<file path="config.mk">
export PLATFORM = sky130hd
export DESIGN_NAME = aiou_div
export DESIGN_NICKNAME = d
export VERILOG_FILES = /design/src/design/aiou_pkg.sv /design/src/design/aiou_div.sv
export VERILOG_INCLUDE_DIRS = /design/src /design/src/design
export SDC_FILE = /design/constraint.sdc
export NUM_CORES = 2
export LEC_CHECK = 0
export BUFFER_PORTS_ARGS = -buffer_cell sky130_fd_sc_hd__buf_2
export CAP_MARGIN = 40
export CORE_MARGIN = 5
export CORE_UTILIZATION = 38
export CTS_CLUSTER_DIAMETER = 30
export DETAILED_ROUTE_END_ITERATION = 10
export HOLD_SLACK_MARGIN = 0.03
export PLACE_DENSITY_LB_ADDON = 0.15
export SYNTH_ARGS = -nofsm -noshare
export SYNTH_HDL_FRONTEND = slang
export SYNTH_SLANG_ARGS = --single-unit
</file>
<file path="constraint.sdc">
create_clock -name aclk -period 19.7 [get_ports aclk]
set_input_delay 3.94 -clock aclk [delete_from_list [all_inputs] [get_ports aclk]]
set_output_delay 3.94 -clock aclk [all_outputs]
set_load 0.02 [all_outputs]
</file>
<file path="src/design/aabb_3d_iou_gate_assert.svh">
// Assertion macros shared by the IoU gate RTL.
`ifndef AABB_3D_IOU_GATE_ASSERT_SVH
`define AABB_3D_IOU_GATE_ASSERT_SVH

// Checked at every rising edge of aclk while aresetn is high.
`define AIOU_ASSERT(label, prop, msg) \
    label: assert property (@(posedge aclk) disable iff (!aresetn) prop) \
        else $error(msg);

// Checked at every rising edge of aclk, reset cycles included.
`define AIOU_ASSERT_ALWAYS(label, prop, msg) \
    label: assert property (@(posedge aclk) prop) else $error(msg);

`endif

</file>
<file path="src/design/aiou_pkg.sv">
// Shared widths, constants and request types of the 3D box IoU gate.
package aiou_pkg;

    // Field widths of one request.
    localparam int CTR_W = 16;
    localparam int EXT_W = 11;

    // Packing of the input tdata, first field in the lowest bits.
    localparam int TRK_C_LSB = 0;
    localparam int TRK_E_LSB = 3 * CTR_W;
    localparam int DET_C_LSB = TRK_E_LSB + 3 * EXT_W;
    localparam int DET_E_LSB = DET_C_LSB + 3 * CTR_W;
    localparam int S_TDATA_W = 168;

    // Datapath widths: doubled overlap, pair product, volume, union, dividend.
    localparam int OVL_W  = EXT_W + 1;
    localparam int PAIR_W = 2 * OVL_W;
    localparam int VOL_W  = 3 * OVL_W;
    localparam int UNI_W  = VOL_W + 1;
    localparam int FRAC_W = 16;
    localparam int NUM_W  = VOL_W + FRAC_W + 1;
    localparam int Q_W    = FRAC_W + 1;

    // The divider retires one quotient bit per stage.
    localparam int DIV_STAGES = Q_W;

    // Output tdata packing.
    localparam int M_TDATA_W = 40;
    localparam int M_PAD_W   = M_TDATA_W - 2 * Q_W;

    localparam logic [Q_W-1:0]   ONE_Q16        = 17'd65536;
    localparam logic [Q_W-1:0]   THRESH_RESET   = 17'd6554;
    localparam logic [UNI_W-1:0] SMALL_UNION_X8 = 37'd800;

    // Configuration port: one register, word addressed.
    localparam int   CFG_ADDR_W        = 3;
    localparam logic REG_IOU_THRESHOLD = 1'b0;

    // Divide request: rounded dividend, union as divisor, small-union flag.
    typedef struct packed {
        logic [NUM_W-1:0] num;
        logic [UNI_W-1:0] den;
        logic             union_small;
    } div_req_t;

    // Divide response.
    typedef struct packed {
        logic [Q_W-1:0] quot;
        logic           union_small;
    } div_rsp_t;

endpackage

</file>
<file path="src/design/aiou_div.sv">
// Pipelined restoring divider, one quotient bit per stage.
`include "aabb_3d_iou_gate_assert.svh"

module aiou_div (
    input  logic                aclk,
    input  logic                aresetn,
    input  logic                in_valid,
    output logic                in_ready,
    input  aiou_pkg::div_req_t  in_req,
    output logic                out_valid,
    input  logic                out_ready,
    output aiou_pkg::div_rsp_t  out_rsp
);

    typedef struct packed {
        logic [aiou_pkg::UNI_W-1:0] rem;
        logic [aiou_pkg::Q_W-1:0]   quot;
        logic [aiou_pkg::Q_W-1:0]   low;
        logic [aiou_pkg::UNI_W-1:0] den;
        logic                       union_small;
    } step_t;

    // One shift-compare-subtract step; the next dividend bit comes from low.
    function automatic step_t div_step(input step_t cur);
        step_t                    nxt;
        logic [aiou_pkg::UNI_W:0] trial;
        logic [aiou_pkg::UNI_W:0] dext;
        logic                     take;
        nxt   = cur;
        trial = {cur.rem, cur.low[aiou_pkg::Q_W-1]};
        dext  = {1'b0, cur.den};
        take  = (trial >= dext);
        nxt.rem  = take ? aiou_pkg::UNI_W'(trial - dext) : aiou_pkg::UNI_W'(trial);
        nxt.quot = {cur.quot[aiou_pkg::Q_W-2:0], take};
        nxt.low  = {cur.low[aiou_pkg::Q_W-2:0], 1'b0};
        return nxt;
    endfunction

    step_t                          stage_reg  [aiou_pkg::DIV_STAGES];
    step_t                          stage_next [aiou_pkg::DIV_STAGES];
    step_t                          stage_in   [aiou_pkg::DIV_STAGES];
    logic [aiou_pkg::DIV_STAGES-1:0] valid_reg;
    logic [aiou_pkg::DIV_STAGES-1:0] src_valid;
    logic [aiou_pkg::DIV_STAGES:0]   load;
    step_t                          init;

    // The upper dividend bits start as the partial remainder; they stay below the divisor.
    always_comb begin
        init.rem         = aiou_pkg::UNI_W'(in_req.num[aiou_pkg::NUM_W-1:aiou_pkg::Q_W]);
        init.low         = in_req.num[aiou_pkg::Q_W-1:0];
        init.quot        = '0;
        init.den         = in_req.den;
        init.union_small = in_req.union_small;
    end

    // A stage loads when it is empty or its content moves on.
    assign load[aiou_pkg::DIV_STAGES] = out_ready;
    assign in_ready                   = load[0];

    for (genvar k = 0; k < aiou_pkg::DIV_STAGES; k++) begin : g_stage
        if (k == 0) begin : g_first
            assign stage_in[k]  = init;
            assign src_valid[k] = in_valid;
        end else begin : g_rest
            assign stage_in[k]  = stage_reg[k-1];
            assign src_valid[k] = valid_reg[k-1];
        end

        assign load[k]       = !valid_reg[k] || load[k+1];
        assign stage_next[k] = div_step(stage_in[k]);

        always_ff @(posedge aclk) begin
            if (!aresetn) begin
                valid_reg[k] <= 1'b0;
            end else if (load[k]) begin
                valid_reg[k] <= src_valid[k];
            end
        end

        always_ff @(posedge aclk) begin
            if (load[k]) begin
                stage_reg[k] <= stage_next[k];
            end
        end
    end

    // Result of the last stage.
    assign out_valid           = valid_reg[aiou_pkg::DIV_STAGES-1];
    assign out_rsp.quot        = stage_reg[aiou_pkg::DIV_STAGES-1].quot;
    assign out_rsp.union_small = stage_reg[aiou_pkg::DIV_STAGES-1].union_small;

    // A full pipe with a stalled output must not take another request.
    `AIOU_ASSERT(a_div_full_stall, ((&valid_reg) && !out_ready) |-> !in_ready, "divider accepted while full")
    // The remainder stays below the union for every real division.
    `AIOU_ASSERT(a_div_rem_bound, (out_valid && !out_rsp.union_small) |-> (stage_reg[aiou_pkg::DIV_STAGES-1].rem < stage_reg[aiou_pkg::DIV_STAGES-1].den), "divider remainder out of range")
    // The intersection never exceeds the union, so the ratio is at most one.
    `AIOU_ASSERT(a_div_quot_max, (out_valid && !out_rsp.union_small) |-> (out_rsp.quot <= aiou_pkg::ONE_Q16), "divider quotient above one")

endmodule
</file>
[Word-level counts from Yosys, hierarchy flattened]
Memory sizes are Yosys's and may differ from the RTL's.
Index checks and enable logic that the tools add are counted.
Word-level totals
  register bits after elaboration: 17
  RAM bits: 1836
  output and inout bits: 20
  logic and storage cells: 137
  memories: 1
Memories
  stage_reg: words 17, width 108, rd ports 17, clocked after Yosys merged registers in 0, wr ports 17, RTL line aiou_div.sv:39  | step_t stage_reg [aiou_pkg::DIV_STAGES];
Operators by class
  add/subtract/negate cells: 17
  magnitude comparators: 17
  muxes and demuxes: 51
  reduce and logical (&&, ||, !) cells: 34
Operator list (number)
  two-way mux 37 bit: 17
  subtractor 37 bit: 17
  greater-or-equal comparator 38 x 37 -> 1 bit: 16
  greater-or-equal comparator 37 bit: 1
  two-way mux 1 bit: 34
  zero test 1 bit: 17
  logical OR 1 bit: 17

[Logic depth before layout (Yosys ltp)]
  word-level depth: 20
  mapped depth: 15
  depth with buffers taken out: 14

[Worst setup path before layout]
Ideal clock, no wire load.
  kind: input -> output
  from: input port out_ready
  to: output port in_ready
  data arrival time: 9.940 ns
  required time: 15.760 ns
  path slack: 5.820 ns
  cell stages on the path: 10
  buffers on the path: 0
  path through: nor2b_1 > inv_1 > nor2_1 > and2_1 > nand2_1 > nor2_1 > and3_1 > and2_1 > and3_1 > nand3_1
On the way
  cells in the longest elaborated chain, start to end: 17
RTL lines
  from (decl): RTL line aiou_div.sv:11  | input logic out_ready,
  logical OR 1 bit: RTL line aiou_div.sv:69  | assign load[k] = !valid_reg[k] || load[k+1];
  named net load, one bit: RTL line aiou_div.sv:44  | logic [aiou_pkg::DIV_STAGES:0] load;
  logical OR 1 bit (6 in a row): RTL line aiou_div.sv:69
  named net load, one bit: RTL line aiou_div.sv:44
  logical OR 1 bit (10 in a row): RTL line aiou_div.sv:69
  to (decl): RTL line aiou_div.sv:8  | output logic in_ready,
The timed path passes the listed nets, and every way through them passes these cells.

[Worst setup path after layout]
Ends and elaborated chain as after synthesis.

==> flow_metrics.py <==
metrics = {
    "outcome": {
        "outcome": "complete, no violations",
    },
    "timing": {
        "slew_viol_final": 0,
        "hold_viol": 0,
        "hold_ws_ns": 0.348,
        "rsz0062_at_grt": "no",
        "relSlewSlack": 0.323,
        "fmax_mhz": 85.4,
        "tightestPinTransition_ns": 1.01,
        "setup_viol": 0,
        "min_period_ns": 11.70,
        "finalCritPeriodShare": 0.594,
        "skew_ns": 0.0656,
        "finalSetupTns_ns": 0,
    },
    "finish": {
        "drive_above_1_share": 0.131,
        "design_area_um2": 103000,
        "nFillCells": 20600,
        "seq_area_um2": 45100,
        "multi_input_area_um2": 37000,
        "nNetsFinal": 8806,
        "synthToLayoutAreaGrowth_pct": 19.9,
        "final_common_cell": "edfxtp_1",
        "final_cell_mix": "1490 x edfxtp_1, 797 x inv_1, 629 x ha_1, 594 x a21oi_1, 589 x nand2_1",
        "instances_no_fill": 11400,
        "largest_reg_flops": 1490,
    },
    "floorplan": {
        "die_height_um": 485,
        "fp.coreArea_um2": 225000,
        "ioPinCount": 115,
        "rows": 174,
        "fp.dieW_um": 485,
        "initial_utilization": 0.382,
        "design.die.area_um2": 235000,
    },
    "clock_tree": {
        "cts.sinks": 1507,
        "cts_hold_buffers": 0,
        "post_cts_buffers": 0,
        "root_buffer": "clkbuf_16",
        "clock_tree.htree_level_count": 5,
        "cts.repair.resized": 0,
        "clk_latency_ns": 0.92,
        "tritoncts.num_buffers": 390,
        "cts_tree": "built",
        "clk_path_buf_depth": 4,
        "clkTransAtPathRegs_ns": 0.05,
    },
    "yosys": {
        "synthAdderAreaFrac": 0.0955,
        "synth_edf_count": 1490,
        "synth_seq_cells": 1507,
        "synth.top_cells.by_area": "edfxtp_1 52%, ha_1 9.2%, inv_1 3.5%",
        "synth-simple-area-share": 0.0918,
        "syn_area_per_cell_um2": 11.2,
        "netlist_instances": 7688,
        "synth_area_um2": 85800,
        "synthXorXnorAreaFrac": 0.0518,
        "async_flop_share": 0,
        "synth.mux.area_fraction": 0.0350,
        "synth_nets": 8428,
        "yosys.area.top_type": "edfxtp_1",
        "synth_top_area_frac": 0.522,
        "synth_top_family_by_area": "compound AO/OA/AOI/OAI gates",
        "synth_compound_area_frac": 0.155,
        "synth_warnings": 0,
        "synth_ff_type": "edfxtp_1",
        "ys_types": 102,
        "seq_area_frac_synth": 0.526,
    },
    "routing": {
        "drt-total-wl_mm": 228,
        "post_drt_wl_per_cell_um": 20.1,
        "dr.first_iter.drc_count": 2749,
        "firstDrtPassIters": 7,
        "vias": 58700,
        "vias_per_cell": 5.16,
        "remaining_drc_errors": 0,
        "ant_nets": 0,
    },
    "placed_design": {
        "port_buffers": 114,
        "placed_area_um2": 89900,
        "dp_hpwl_mm": 182,
        "gp_congestion": 0.993,
        "place_inst": 10700,
    },
    "global_route": {
        "grt_antenna_before_repair": 4,
        "grt_start_max_net_pins": 73,
        "grt_pass1_wl_mm": 350,
        "grt_pass1_vias": 62200,
        "track_usage": 0.190,
        "grt_overflow": 0,
    },
    "critical_path": {
        "arrival_ns": 7.76,
        "cp-end-kind": "output port",
        "critical_path_class": "in -> out",
        "critPathSlowestCell": "nor2_1",
        "crit_chain": "buf_2 -> nor2b_1 -> inv_1 -> nor2_1 -> and2_1 -> nand2_4 -> nor2_1 -> and3_1 -> and2_1 -> and3_1 -> nand3_4 -> buf_4 -> buf_2",
        "worstSetupStartpointType": "input pin",
        "required_ns": 15.76,
        "cp_max_fo": 45,
        "critPathMaxStageDelay_ns": 0.52,
    },
    "pwr": {
        "power.density_nw_per_um2": 188,
        "ir_drop_mv": 0.0816,
        "leakagePower_nw": 43.5,
    },
    "worst_hold_path": {
        "hold_class": "reg -> reg",
    },
    "job": {
        "maxCapViolCount": 0,
    },
}
==> cell families (layout without fill, tap and decap cells) <==
family / after synthesis / after routing
other cells: 0 / 3
compound gates: 2095 / 2095
flops: 1507 / 1507
fa+ha+maj: 645 / 645
simple gates: 1664 / 1664
mux: 264 / 264
buf+inv: 1006 / 1692
xor+xnor: 507 / 507
==> layer usage <==
layer  GRT usage  wire (um)
met4       0.144      19300
met5           0          0
met2       0.374     125000
met1       0.175      77900
met3      0.0265       6010
==> worst paths after layout <==
kind | slack [ns] | depth (start not counted) | from | end
setup reg to reg | 14.52 | 13 | stage_reg[0][325]$_DFFE_PP_ | stage_reg[0][504]$_DFFE_PP_
setup / recovery | 8.00 | 13 | out_ready | in_ready
hold reg to reg | 0.35 | 0 | stage_reg[0][159]$_DFFE_PP_ | stage_reg[0][268]$_DFFE_PP_
hold / removal | 0.35 | 0 | stage_reg[0][159]$_DFFE_PP_ | stage_reg[0][268]$_DFFE_PP_
==> synthesized netlist by cell type (21+ instances only) <==
cell and count:
o21ai_0 555, o21bai_1 66, a21o_1 283, mux2_2 208, nor2_1 368, and3_1 73, nor2b_1 96, a211oi_1 42
o211ai_1 27, o31a_1 22, nand3_1 141, nor3_1 83, xnor2_1 294, a31oi_1 63, nand4_1 93, clkbuf_1 131
buf_2 39, mux2i_1 24, o2111ai_1 21, or3_1 25, ha_1 629, a21oi_1 598, o21a_1 112, inv_1 806
o31ai_1 39, edfxtp_1 1490, and2_1 23, xor2_1 213, nand2b_1 65, nand2_1 595
==> stage by stage <==
stage / setup slack [ns] / util / power (mW)
6_report: 8.00 / 0.458 / 19.3
5_1_grt: 7.72 / 0.458 / 20.5
4_1_cts: 7.97 / 0.458 / 19.5
3_5_place_dp: 7.98 / 0.400 / 13.2
3_3_place_gp: 7.99 / 0.400 / 13.1
2_1_floorplan: 5.82 / - / 11.0
==> worst max-delay path: cells and delay by family <==
| family | cells | cell delay (ns) |
|---|---|---|
| buffers and inverters | 4 | 0.78 |
| and+or+nand+nor | 9 | 2.94 |
==> where the power goes <==
| group | switching (mW) | leakage, nW | internal, mW |
|---|---|---|---|
| Clock | 1.83 | 6.26 | 4.31 |
| Sequential | 0.502 | 15.9 | 4.88 |
| Combinational | 4.52 | 21.3 | 3.26 |
==> area by class of cell <==
cell class / instances / share of cell area
Sequential cell: 1507 / 0.438
Multi-Input combinational cell: 5175 / 0.359
Clock buffer: 427 / 0.0971
Tap cell: 2992 / 0.0364
Inverter: 809 / 0.0297
Clock inverter: 273 / 0.0283
Timing Repair Buffer: 183 / 0.0107
Antenna cell: 3 / 0.0000730
Power figures use the tool's default switching activity.
